===== src/rtl/assert_macros.svh =====
// Assertion macros used by the RTL core.
`ifndef ASSERT_MACROS_SVH
`define ASSERT_MACROS_SVH

`ifndef SYNTHESIS

// Plain property, checked at every rising clock edge outside reset.
`define TAPMM_ASSERT(lbl, clk, rst, prop) \
  lbl: assert property (@(posedge clk) disable iff (rst) (prop)) \
    else $error("tapmm assertion failed");

// Same-cycle implication.
`define TAPMM_ASSERT_IMPL(lbl, clk, rst, ante, cons) \
  lbl: assert property (@(posedge clk) disable iff (rst) (ante) |-> (cons)) \
    else $error("tapmm implication failed");

// Next-cycle implication.
`define TAPMM_ASSERT_NEXT(lbl, clk, rst, ante, cons) \
  lbl: assert property (@(posedge clk) disable iff (rst) (ante) |=> (cons)) \
    else $error("tapmm next-cycle check failed");

`else

`define TAPMM_ASSERT(lbl, clk, rst, prop)
`define TAPMM_ASSERT_IMPL(lbl, clk, rst, ante, cons)
`define TAPMM_ASSERT_NEXT(lbl, clk, rst, ante, cons)

`endif

`endif


===== src/rtl/tapmm_pkg.sv =====
// Types, constants and helpers for the three-axis PID motor mixer.
package tapmm_pkg;

  // Request codes
  localparam logic [1:0] REQ_TICK   = 2'd0;
  localparam logic [1:0] REQ_ARM    = 2'd1;
  localparam logic [1:0] REQ_DISARM = 2'd2;

  // Config register indexes
  localparam int CFG_IDX_W = 3;
  localparam logic [CFG_IDX_W-1:0] CFG_ROLL_PITCH_KP  = 3'd0;
  localparam logic [CFG_IDX_W-1:0] CFG_YAW_KP         = 3'd1;
  localparam logic [CFG_IDX_W-1:0] CFG_KI_GAIN        = 3'd2;
  localparam logic [CFG_IDX_W-1:0] CFG_KD_GAIN        = 3'd3;
  localparam logic [CFG_IDX_W-1:0] CFG_INTEGRAL_LIMIT = 3'd4;
  localparam int CFG_DATA_W = 24;

  // Config reset values
  localparam logic [23:0] RST_ROLL_PITCH_KP  = 24'd271974;
  localparam logic [23:0] RST_YAW_KP         = 24'd294912;
  localparam logic [23:0] RST_KI_GAIN        = 24'd524;
  localparam logic [23:0] RST_KD_GAIN        = 24'd72090;
  localparam logic [15:0] RST_INTEGRAL_LIMIT = 16'd6400;

  // Channel thresholds, microseconds
  localparam logic [11:0] THR_LOW  = 12'd1100;
  localparam logic [11:0] WIN_LOW  = 12'd900;
  localparam logic [11:0] WIN_HIGH = 12'd1900;
  localparam logic [11:0] WIN_TOP  = 12'd2100;

  localparam logic [10:0] MOTOR_MIN = 11'd1000;
  localparam logic [10:0] MOTOR_MAX = 11'd2000;

  // Yaw stick scaling: stick/12 via reciprocal multiply (exact for 16-bit magnitudes)
  localparam int YAW_DIV      = 12;
  localparam int YAW_RECIP_SH = 19;
  localparam int YAW_RECIP    = ((1 << YAW_RECIP_SH) + YAW_DIV - 1) / YAW_DIV;
  localparam int YQ_W         = 13;
  localparam logic signed [15:0] YAW_DEADBAND = 16'sd5;

  // Mixer sum width
  localparam int SUM_W = 36;
  localparam int INT_W = 18;
  localparam logic signed [SUM_W-1:0] SAT_LO = SUM_W'(256000);
  localparam logic signed [SUM_W-1:0] SAT_HI = SUM_W'(512000);

  typedef struct packed {
    logic [1:0]             req_type;
    logic signed [16:0]     roll_angle;
    logic signed [16:0]     pitch_angle;
    logic signed [16:0]     yaw_angle;
    logic signed [16:0]     roll_target;
    logic signed [16:0]     pitch_target;
    logic signed [YQ_W-1:0] yaw_quot;
    logic signed [15:0]     yaw_dz;
    logic [11:0]            throttle_channel;
    logic [11:0]            yaw_channel;
  } item_t;

  typedef struct packed {
    logic [23:0] roll_pitch_kp;
    logic [23:0] yaw_kp;
    logic [23:0] ki_gain;
    logic [23:0] kd_gain;
    logic [15:0] integral_limit;
  } cfg_t;

  typedef struct packed {
    logic [3:0][10:0]        motors;
    logic                    armed;
    logic                    accepted;
    logic signed [INT_W-1:0] roll_int;
    logic signed [INT_W-1:0] pitch_int;
  } mix_t;

  function automatic logic [10:0] motor_sat(input logic signed [SUM_W-1:0] s);
    logic [10:0] m;
    priority if (s < SAT_LO) m = MOTOR_MIN;
    else if (s >= SAT_HI)    m = MOTOR_MAX;
    else                     m = s[18:8];
    return m;
  endfunction

  function automatic logic signed [INT_W-1:0] int_clamp(input logic signed [SUM_W-1:0] v,
                                                         input logic [15:0] lim);
    logic signed [SUM_W-1:0] hi;
    logic signed [SUM_W-1:0] c;
    hi = $signed(SUM_W'(lim));
    priority if (v > hi) c = hi;
    else if (v < -hi)    c = -hi;
    else                 c = v;
    return INT_W'(c);
  endfunction

endpackage


===== src/rtl/tapmm_in_stage.sv =====
// Input register: captures an item, pre-scales the yaw stick and applies its deadband.
module tapmm_in_stage (
  input  logic                 clk,
  input  logic                 load,
  input  logic [1:0]           req_type,
  input  logic signed [16:0]   roll_angle,
  input  logic signed [16:0]   pitch_angle,
  input  logic signed [16:0]   yaw_angle,
  input  logic signed [16:0]   roll_target,
  input  logic signed [16:0]   pitch_target,
  input  logic signed [15:0]   yaw_stick,
  input  logic [11:0]          throttle_channel,
  input  logic [11:0]          yaw_channel,
  output tapmm_pkg::item_t     item
);

  logic [15:0] mag;
  logic [31:0] prod;
  logic [tapmm_pkg::YQ_W-2:0] qmag;
  logic signed [tapmm_pkg::YQ_W-1:0] quot;
  logic signed [15:0] dz;
  tapmm_pkg::item_t item_next;

  // |stick| / 12, truncated, then sign restored (C-style division)
  assign mag  = yaw_stick[15] ? 16'(-(17'(yaw_stick))) : 16'(yaw_stick);
  assign prod = 32'(mag) * 32'(tapmm_pkg::YAW_RECIP);
  assign qmag = prod[tapmm_pkg::YAW_RECIP_SH +: (tapmm_pkg::YQ_W-1)];
  assign quot = yaw_stick[15] ? -$signed({1'b0, qmag}) : $signed({1'b0, qmag});

  assign dz = (yaw_stick >= -tapmm_pkg::YAW_DEADBAND && yaw_stick <= tapmm_pkg::YAW_DEADBAND)
              ? 16'sd0 : yaw_stick;

  always_comb begin
    item_next.req_type         = req_type;
    item_next.roll_angle       = roll_angle;
    item_next.pitch_angle      = pitch_angle;
    item_next.yaw_angle        = yaw_angle;
    item_next.roll_target      = roll_target;
    item_next.pitch_target     = pitch_target;
    item_next.yaw_quot         = quot;
    item_next.yaw_dz           = dz;
    item_next.throttle_channel = throttle_channel;
    item_next.yaw_channel      = yaw_channel;
  end

  always_ff @(posedge clk) begin
    if (load) begin
      item <= item_next;
    end
  end

endmodule


===== config.mk =====
export PLATFORM = sky130hd
export DESIGN_NAME = tapmm_in_stage
export DESIGN_NICKNAME = d
export VERILOG_FILES = /design/src/rtl/assert_macros.svh /design/src/rtl/tapmm_pkg.sv /design/src/rtl/tapmm_in_stage.sv
export SDC_FILE = /design/constraint.sdc
export NUM_CORES = 1
export LEC_CHECK = 0
export BUFFER_PORTS_ARGS = -buffer_cell sky130_fd_sc_hd__buf_2
export CAP_MARGIN = 25
export CORE_MARGIN = 5
export CORE_UTILIZATION = 30
export CTS_BUF_LIST = sky130_fd_sc_hd__clkbuf_16
export CTS_CLUSTER_SIZE = 16
export DETAILED_ROUTE_END_ITERATION = 16
export HOLD_SLACK_MARGIN = 0.12
export PLACE_DENSITY_LB_ADDON = 0.15
export RECOVER_POWER = 50
export SKIP_CTS_REPAIR_TIMING = 1
export SLEW_MARGIN = 20
export SYNTH_ARGS = -nofsm -noshare
export SYNTH_HDL_FRONTEND = slang
export SYNTH_SLANG_ARGS = --single-unit

===== constraint.sdc =====
create_clock -name clk -period 22.9 [get_ports clk]
set_input_delay 4.58 -clock clk [delete_from_list [all_inputs] [get_ports clk]]
set_output_delay 4.58 -clock clk [all_outputs]
set_load 0.02 [all_outputs]

=== Yosys cells after proc, flatten, opt, wreduce, memory -nomap -nowiden ===
Index checks and enable logic that the tools add are counted.

* Register bits after elaboration: 140
* Input bits: 129
* Output and inout bits: 140
* Logic and storage cells: 19

* Add/sub/neg operators: 2
* Multiply operators: 1
* Order comparisons: 2
* Muxes and demuxes: 2
* Reduce and logical (&&, ||, !) cells: 1

{| class="wikitable"
|+ Operators with widths
! kind !! count
|-
| 16-bit by 16-bit multiplier with 31-bit output (second input constant) || 1
|-
| 16-bit by 4-bit >= comparator with 1-bit output (second input constant) || 1
|-
| 16-bit by 4-bit less-or-equal comparator with 1-bit output (second input constant) || 1
|-
| 16-bit 2-to-1 mux || 1
|-
| 16-bit negation || 1
|-
| 12-bit negation with 13-bit output || 1
|-
| 12-bit 2-to-1 mux || 1
|-
| 1-bit logical AND || 1
|}

=== Depth between registers and ports, before layout ===
Gate-level depths: netlist of the first run.

* Depth after elaboration: 5
* Gate-level depth with buffers: 30
* Depth with buffers taken out: 30

=== Worst setup path after synthesis of the first run ===
OpenSTA, ideal clock, no wires.

* Path type: in2reg
* Start: in yaw_stick[15]
* End: reg item[52] (netlist name) (data pin)
* Library setup time: 0.265 ns
* Data arrival time: 10.993 ns
* Setup slack: 11.642 ns
* Stages: 24
* Path buffers: 3
* Cell sequence: buf_6 > clkbuf_1 > clkbuf_1 > o21ai_0 > xnor2_1 > ha_1 > inv_1 > fa_1 > fa_1 > inv_1 > fa_1 > fa_1 > inv_1 > fa_1 > inv_1 > ha_1 > nand4_2 > or3_1 > o2111a_1 > nor4_4 > o211ai_2 > or3_4 > nor3b_1 > a21oi_1

* Word-level cells in the longest chain between the ends: 4

{| class="wikitable"
|+ RTL lines
! element !! line !! RTL
|-
| from (decl) || tapmm_in_stage.sv:11 || <nowiki>input logic signed [15:0] yaw_stick,</nowiki>
|-
| 16-bit negation || tapmm_in_stage.sv:25 || <nowiki>assign mag = yaw_stick[15] ? 16'(-(17'(yaw_stick))) : 16'(yaw_stick);</nowiki>
|-
| 16-bit 2-to-1 mux || tapmm_in_stage.sv:25 ||
|-
| 16-bit by 16-bit multiplier with 31-bit output || tapmm_in_stage.sv:26 || <nowiki>assign prod = 32'(mag) * 32'(tapmm_pkg::YAW_RECIP);</nowiki>
|-
| 12-bit negation with 13-bit output || tapmm_in_stage.sv:28 || <nowiki>assign quot = yaw_stick[15] ? -$signed({1'b0, qmag}) : $signed({1'b0, qmag});</nowiki>
|-
| to (signal assigned) || tapmm_in_stage.sv:48 || <nowiki>item <= item_next;</nowiki>
|-
| to (decl) || tapmm_in_stage.sv:14 || <nowiki>output tapmm_pkg::item_t item</nowiki>
|}

Several ways; a longest one is shown, not always the timed one.
A chain may end at the register's enable or synchronous reset.

=== Worst setup path after layout of the first run ===
* Start: in yaw_stick[0]
* End: reg item[51] (netlist name) (data pin)

* Word-level cells in the longest chain between the ends: 5

{| class="wikitable"
|+ RTL lines
! element !! line !! RTL
|-
| 16-bit negation || tapmm_in_stage.sv:25 ||
|-
| 16-bit 2-to-1 mux (*) || tapmm_in_stage.sv:25 ||
|-
| 16-bit by 16-bit multiplier with 31-bit output (*) || tapmm_in_stage.sv:26 ||
|-
| 12-bit negation with 13-bit output || tapmm_in_stage.sv:28 ||
|-
| 12-bit 2-to-1 mux (*) || tapmm_in_stage.sv:28 ||
|-
| via quot, one bit || tapmm_in_stage.sv:20 || <nowiki>logic signed [tapmm_pkg::YQ_W-1:0] quot;</nowiki>
|}

Mark *: on every way through the listed nets, which the timed path passes. The rest lies on a longest branch.

==> results of run 1 <==
routing by layer:
layer | vias to the layer above | routed length [um] | part of all wire
li1 | 3301 | - | -
met1 | 3376 | 11710 | 0.40
met2 | 211 | 14530 | 0.50
met3 | 22 | 2332 | 0.081
met4 | 0 | 369 | 0.013
met5 | - | 0 | 0
per-stage QoR:
step	util	instances	area, um2	worst slack (ns)	hold slack [ns]
after detailed placement	0.3607	1503	11710	10.81	4.758
after global placement	0.3607	1503	11710	10.85	4.757
final	0.3776	1538	12260	11.17	4.331
after CTS	0.3789	1535	12300	11.24	4.306
after floorplan	-	801	9833	11.64	4.679
after global routing	0.3776	1538	12260	10.81	4.304
cell type report:
cell class / instances / share of cell area
diodes: 2 / 0.0004084
well taps: 442 / 0.04513
multi-input cells: 481 / 0.4039
clock buffers: 17 / 0.03471
repair buffers: 271 / 0.1074
inverters: 170 / 0.05207
flip-flops and latches: 140 / 0.3430
clock inverters: 15 / 0.01337
layout by cell type (no fill, tap or decap), types with 3 or more instances in the layout:
cell type	instances
clkinv_4	3
mux2i_1	3
a211oi_1	3
clkbuf_16	17
o31ai_1	5
inv_1	170
inv_6	4
o221ai_1	3
clkinvlp_4	3
fa_1	76
o21ai_0	22
or3_1	5
nand3_1	10
nor2_1	22
o21a_1	3
o211ai_1	3
a21oi_1	32
edfxtp_1	140
xor2_1	14
buf_2	233
ha_1	129
xnor2_1	28
nor4_1	3
a31oi_1	3
nor3_1	7
nor2b_1	12
nand2_1	33
nand2b_1	5
nand4_1	6
a21o_1	7
clkbuf_1	36
and2_1	8
cell families after synthesis:
kind of cell	after synthesis	synth area share
buf+inv	180	0.06973
xor+xnor	43	0.03906
flops	140	0.4275
fa+ha+maj	205	0.3189
simple gates	127	0.06947
compound gates	101	0.06960
mux	5	0.005726
final timing paths:
kind,startpoint,end,slack (ns),cells after the start
max,yaw_stick[0],item[51]$_DFFE_PP_,11.17,27
min,pitch_target[0],item[53]$_DFFE_PP_,4.33,1
==> key figures, run 1 <==
Run status
  – Outcome: complete, but fails checks
  – Failing checks: max-capacitance violations, max-slew violations

Timing
  – Fin. max-slew vios: 67
  – Final Hold Violating Endpoints: 0
  – Worst-margin pin slew: 3.554 ns
  – Fmax: between 80 and 90 MHz
  – Fraction of the cycle the final worst path needs: 0.5121
  – Final min period: between 10 and 15 ns
  – Slew HR: -1.369
  – RSZ-0062 raised after global routing: no
  – Setup tns final: 0 ns
  – # setup viols final: 0

Routing
  – DRT antenna net count: 0
  – Drt via density: between 4 and 5
  – DRC Markers: 0
  – Routed WL: 28.94 mm
  – DR iter-0 viols: between 300 and 400
  – DRT Pass-1 Iters: 4
  – Routed len/inst: about 19 um
  – Vias: about 6,900

Floorplan
  – Height of the chip: 191.0 um
  – Initial Utilization: 0.3030
  – Row count: 66
  – I/O pins: 269
  – Chip width: approximately 190 um
  – Core footprint: 0.03245 mm2
  – Full die area: around 0.036 mm2

Finish
  – Area Growth Syn to Fin: 24.63%
  – Top flop regs: item (140)
  – Multi-input logic area: about 0.0049 mm2
  – NumNets Final: around 1,400
  – Fill cells: around 3,300
  – Register Area: roughly 0.0042 mm2
  – Share of layout cells above drive strength 1: 0.2605
  – Max reg flops: 140
  – Most flops, register: item

Synthesis
  – Syn Area/Cell: between 10 and 15 um2
  – EDFF count, synth: 140
  – Post-synth top flop: edfxtp_1
  – Post-synthesis sequential area ratio: 0.4275
  – Most common cell in the netlist: inv_1
  – Ys async rst share: 0
  – Library cells used by synthesis: 57
  – Post-synth top area share: 0.4275
  – Synth Cell Area: ~0.0098 mm2
  – Yosys top cell by area: edfxtp_1
  – Ys Warns: 0
  – Synth top area cells: edfxtp_1, ha_1, fa_1
  – Synth top cells by count: inv_1, edfxtp_1, ha_1, fa_1, nand2_1
  – Syn Inst Count: roughly 800
  – Flops & latches, synth: 140
  – Post-Syn Nets: between 1,000 and 1,500

CTS
  – Deepest clock path buffer count: 2
  – CTS tree: built
  – Clk slew on worst S/H paths: 0.06 ns
  – Htree depth: 4
  – Clock Sinks: 140
  – Num CTS Buffers: 17
  – Root Buffer: clkbuf_16

Placed design
  – Quantity of I/O buffers inserted on ports: between 200 and 300
  – GPL Wtd Cong: between 0.8 and 0.9
  – DP Wirelength: 25.06 mm

Critical path
  – Crit end category: register
  – Crit start category: input pin
  – CP Data Arrival Time: around 12 ns
  – CP delay by family, top: adder cells
  – Critical path class: in -> reg
  – CP required: roughly 23 ns
  – CP bufs+invs: 6
  – CP max-delay cell: xnor2_1
  – Critical path's largest stage delay: 0.73 ns
  – Crit-path most repeated cell: inv_1
  – Largest fanout on the critical path: 10

GRT
  – Initial antenna violation count: 5
  – First-pass GRT wire length: approximately 43 mm
  – Gr ovfl total: 0
  – Number of global-route vias before repair: between 7,000 and 8,000
  – All-layer global routing usage: 0.1569
  – Largest net degree at the start of global routing: 76
  – Met3 Usage GRT: 0.03652
  – Grt peak-use layer: met2
  – Routing usage on met2: 0.2797
  – Grt met1 use: 0.1934

Run
  – Max Cap Violations: 1

Hold path
  – Type of the most critical hold path: in -> reg
Power of run 1 is left out: the tool's default activity adds up to more than one toggle a clock period on the data nets, which glitch-free logic cannot reach.
==> inputs of run 2 (changes only) <==
==> constraint.sdc (replaced) <==
create_clock -name clk -period 9.5 [get_ports clk]
set_input_delay 1.9 -clock clk [delete_from_list [all_inputs] [get_ports clk]]
set_output_delay 1.9 -clock clk [all_outputs]
set_load 0.02 [all_outputs]
==> run 2 against run 1 <==
Against the previous run:
- the flow still finishes with violations (max-capacitance violations, max-slew violations)
- routed wire length rose by 1.3%
- worst setup slack worse by 10 ns
- final cell count increased by 0.59%
- via count down 0.52%
- critical path depth decreased by 1
- die area did not move
- flip-flop and latch count stayed put
- largest cell class unchanged
- critical path type unchanged
- non-clock buffer count rose by 10
- critical endpoint is now item[52]$_SDFFCE_PN0P_
- first-iteration DRC count increased by 12%
==> key figures, run 2 (synthesized netlist as in run 1, its figures left out) <==
Timing
  – Worst hold slack: 1.660 ns
  – Final min period: between 8 and 9 ns
  – Fmax: roughly 110 MHz
  – Fin. max-slew vios: roughly 90
  – RSZ-0062 raised after global routing: no
  – Fraction of the cycle the final worst path needs: 0.9246
  – # setup viols final: 0
  – Worst-margin pin slew: around 3.0 ns
  – Slew HR: -1.020
  – Final Hold Violating Endpoints: 0
  – Setup tns final: 0 ns

Hold path
  – Type of the most critical hold path: in -> reg

Finish
  – Commonest non-fill, non-tap cell in the layout: buf_2
  – Most frequent cells in the layout: buf_2, inv_1, edfxtp_1
  – Top flop regs: item (140)
  – Area Growth Syn to Fin: 25.75%
  – Most flops, register: item
  – NumNets Final: 1,425
  – Final instance area: about 0.012 mm2
  – Share of layout cells above drive strength 1: 0.2849
  – Max reg flops: 140
  – Post-Layout Cell Count: roughly 1,500

Run
  – Max Cap Violations: 2

GRT
  – Initial antenna violation count: 7
  – Largest net degree at the start of global routing: 85
  – First-pass GRT wire length: 43.37 mm
  – Number of global-route vias before repair: approximately 7,200
  – All-layer global routing usage: 0.1584
  – Gr ovfl total: 0

CTS
  – Num CTS Buffers: 17
  – Deepest clock path buffer count: 2
  – Htree depth: 4
  – Clk slew on worst S/H paths: about 0.060 ns
  – Clock Sinks: 140
  – CTS tree: built
  – Root Buffer: clkbuf_16

Routing
  – M1 wire length: roughly 12 mm
  – Drt via density: 4.443
  – Vias: roughly 6,900
  – Met2 routed WL: between 10 and 15 mm
  – DR iter-0 viols: 340
  – Met3 wire len: 2.546 mm
  – Top Layer Used: met4
  – Routed len/inst: 18.96 um
  – DRC Markers: 0
  – Routed WL: 29.33 mm
  – DRT Pass-1 Iters: 5
  – DRT antenna net count: 0

Critical path
  – CP Data Arrival Time: ~9 ns
  – Largest fanout on the critical path: 10
  – CP required: between 9 and 10 ns
  – Critical path class: in -> reg
  – Crit end category: register
  – Crit start category: input pin

Run status
  – Outcome: complete, but fails checks
  – Failing checks: max-capacitance violations, max-slew violations

Placed design
  – GPL Wtd Cong: just over 0.8
  – Quantity of I/O buffers inserted on ports: approximately 270
  – Placed instance count: around 1,500
  – Placed standard-cell area: about 0.012 mm2
  – DP Wirelength: between 20 and 30 mm

Floorplan
  – I/O pins: 269
  – Row count: between 60 and 70
  – Full die area: about 0.036 mm2
  – Chip width: roughly 190 um
  – Initial Utilization: 0.3030
  – Core footprint: roughly 0.032 mm2
  – Height of the chip: about 190 um
[run 2: cell count changes in the layout (fill, tap and decap cells not counted), sizes merged]
| cell | before | now |
|---|---|---|
| inv | 175 | 171 |
| bufinv | 2 | 3 |
| buf | 235 | 267 |
| clkbuf | 53 | 31 |
| clkinvlp | 3 | 4 |
| diode | 2 | 3 |
[run 2: final cells by class]
type / count / area [um2]
Clock inverter: 13 / 151.4
Fill cell: 3244 / 20090
Multi-Input combinational cell: 481 / 4950
Clock buffer: 17 / 425.4
Antenna cell: 3 / 7.507
Inverter: 170 / 638.1
Timing Repair Buffer: 281 / 1436
Sequential cell: 140 / 4204
Tap cell: 442 / 553.0
[run 2: through the flow]
| step | util | worst slack, ns |
|---|---|---|
| after detailed placement | 0.3628 | 0.3161 |
| after CTS | 0.3806 | 0.7241 |
| final | 0.3810 | 0.7166 |
| after global placement | 0.3628 | 0.3599 |
| after floorplan | - | 0.9219 |
| after global routing | 0.3810 | 0.2376 |
[run 2: path summary, 6_finish.rpt]
| check | slack, ns | depth (start not counted) | from | to |
|---|---|---|---|---|
| min | 1.66 | 1 | yaw_angle[9] | item[96]$_DFFE_PP_ |
| max | 0.72 | 26 | yaw_stick[0] | item[52]$_SDFFCE_PN0P_ |
[run 2: routing by layer]
metal  vias up  GRT usage
met5         -          0
met4         0    0.04171
met3        27    0.04182
met2       217     0.2807
met1      3316     0.1914
li1       3314          -
[run 2: critical path, stage by stage]
cell and delay, ns:
buf_2 0.17, inv_1 0.08, ha_1 0.20, nor2b_1 0.19
nand3_1 0.17, o31ai_1 0.45, xnor2_1 0.33, ha_1 0.40
ha_1 0.30, inv_1 0.05, fa_1 0.51, inv_1 0.05
fa_1 0.46, fa_1 0.54, inv_1 0.06, fa_1 0.54
inv_1 0.04, ha_1 0.29, nand2_1 0.15, or3_1 0.47
o2111a_1 0.29, nor4_4 0.38, o211ai_2 0.16, or3_4 0.43
nor3b_1 0.21, a21oi_1 0.09
Power of run 2 is left out for the same reason.
==> inputs of run 3 (changes only) <==
--- a/config.mk
+++ b/config.mk
@@ -7,6 +7,8 @@
 export LEC_CHECK = 0
 export BUFFER_PORTS_ARGS = -buffer_cell sky130_fd_sc_hd__buf_2
 export CAP_MARGIN = 25
+export CELL_PAD_IN_SITES_DETAIL_PLACEMENT = 2
+export CELL_PAD_IN_SITES_GLOBAL_PLACEMENT = 2
 export CORE_MARGIN = 5
 export CORE_UTILIZATION = 30
 export CTS_BUF_LIST = sky130_fd_sc_hd__clkbuf_16
==> run 3 against run 2 <==
Against the previous run:
- the flow still finishes with violations (max-capacitance violations, max-slew violations)
- via count grew 3.8%
- count of clock-buffer cells in the layout is the same
- die area is the same
- core utilization grew 0.12 points
- maximum frequency shrank 1.3%
- global-route usage grew 2.8 points
- non-clock buffer count grew 6
- critical path type unchanged
- critical endpoint unchanged
- highest routed layer unchanged
==> key figures, run 3 (synthesized netlist as in run 1, its figures left out) <==
Finish
  – Most frequent cells in the layout: buf_2, inv_1, edfxtp_1
  – Top flop regs: item (140)
  – Area Growth Syn to Fin: 26.14%
  – Share of layout cells above drive strength 1: 0.2795
  – Commonest non-fill, non-tap cell in the layout: buf_2
  – Post-Layout Cell Count: about 1,600
  – Max reg flops: 140
  – Most flops, register: item
  – NumNets Final: roughly 1,400

Timing
  – Final Hold Violating Endpoints: 0
  – Slew HR: -2.037
  – Fraction of the cycle the final worst path needs: 0.9367
  – Worst-margin pin slew: between 4 and 5 ns
  – Fin. max-slew vios: between 80 and 90
  – Final min period: 8.898 ns
  – RSZ-0062 raised after global routing: no
  – # setup viols final: 0
  – Fmax: 112.4 MHz
  – Setup tns final: 0 ns

GRT
  – Largest net degree at the start of global routing: slightly above 80
  – Number of global-route vias before repair: between 7,000 and 8,000
  – Gr ovfl total: 0
  – All-layer global routing usage: 0.1867
  – Initial antenna violation count: 7
  – First-pass GRT wire length: 50.27 mm

Routing
  – DR iter-0 viols: 240
  – DRT Pass-1 Iters: 4
  – Vias: around 7,100
  – DRC Markers: 0
  – Routed len/inst: 22.33 um
  – Drt via density: between 4 and 5
  – DRT antenna net count: 0
  – Routed WL: approximately 35 mm

Critical path
  – CP Data Arrival Time: approximately 9.1 ns
  – CP max-delay cell: fa_1
  – CP required: between 9 and 10 ns
  – Critical path's largest stage delay: 0.56 ns
  – Largest fanout on the critical path: 10
  – Crit-path most repeated cell: inv_1
  – Critical path class: in -> reg
  – Worst Setup SP: yaw_stick[0]
  – Crit end category: register
  – Crit start category: input pin

Floorplan
  – I/O pins: 269
  – Full die area: about 0.036 mm2
  – Initial Utilization: 0.3030
  – Chip width: 191.0 um
  – Height of the chip: around 190 um
  – Core footprint: ~0.032 mm2
  – Row count: 66

CTS
  – Clock Sinks: 140
  – Root Buffer: clkbuf_16
  – Num CTS Buffers: 17
  – CTS tree: built
  – Clk slew on worst S/H paths: approximately 0.06 ns
  – Deepest clock path buffer count: 2
  – Htree depth: 4

Placed design
  – GPL Wtd Cong: between 0.8 and 0.9
  – DP Wirelength: ~30 mm
  – Quantity of I/O buffers inserted on ports: 268
  – Placed instance count: between 1,500 and 2,000

Hold path
  – Type of the most critical hold path: in -> reg
  – Worst Min Path Start: roll_angle[13]

Run status
  – Outcome: complete, but fails checks
  – Failing checks: max-capacitance violations, max-slew violations

Run
  – Max Cap Violations: 1
-- run 3: per-stage QoR --
step | utilization | hold WS [ns] | instance area, um2 | setup slack [ns]
CTS | 0.3826 | 1.634 | 12420 | 0.5641
finish | 0.3822 | 1.657 | 12400 | 0.6018
floorplan | - | 1.999 | 9833 | 0.9219
detailed placement | 0.3647 | 2.079 | 11840 | 0.1755
global placement | 0.3647 | 2.077 | 11840 | 0.3227
global route | 0.3822 | 1.631 | 12400 | 0.03813
-- run 3: path summary, 6_finish.rpt --
kind | to | cells after the start
worst max-delay path | item[52]$_SDFFCE_PN0P_ | 29
worst min-delay path | item[134]$_DFFE_PP_ | 1
-- run 3: layout make-up --
type / instances / area [um2]
fill: 3501 / 20050
multi-input combinational: 481 / 4959
sequential: 140 / 4204
timing repair buffer: 287 / 1455
inverter: 170 / 638.1
tap: 442 / 553.0
clock buffer: 17 / 425.4
clock inverter: 14 / 156.4
antenna: 5 / 12.51
-- run 3: critical path: cells and delay by family --
family,cells,cell delay [ns]
fa+ha+maj,8,3.19
simple gates,6,1.37
compound gates,5,1.17
buf+inv,8,0.88
xor+xnor,2,0.55
-- run 3: layer usage --
| layer | part of all wire | GRT usage | vias to the layer above | wire, um |
|---|---|---|---|---|
| met3 | 0.067 | 0.03926 | 33 | 2318 |
| met2 | 0.53 | 0.3446 | 198 | 18250 |
| met5 | 0 | 0 | - | 0 |
| met1 | 0.39 | 0.2193 | 3581 | 13460 |
| li1 | - | - | 3320 | - |
| met4 | 0.020 | 0.05055 | 0 | 712 |
Power of run 3 is left out for the same reason.
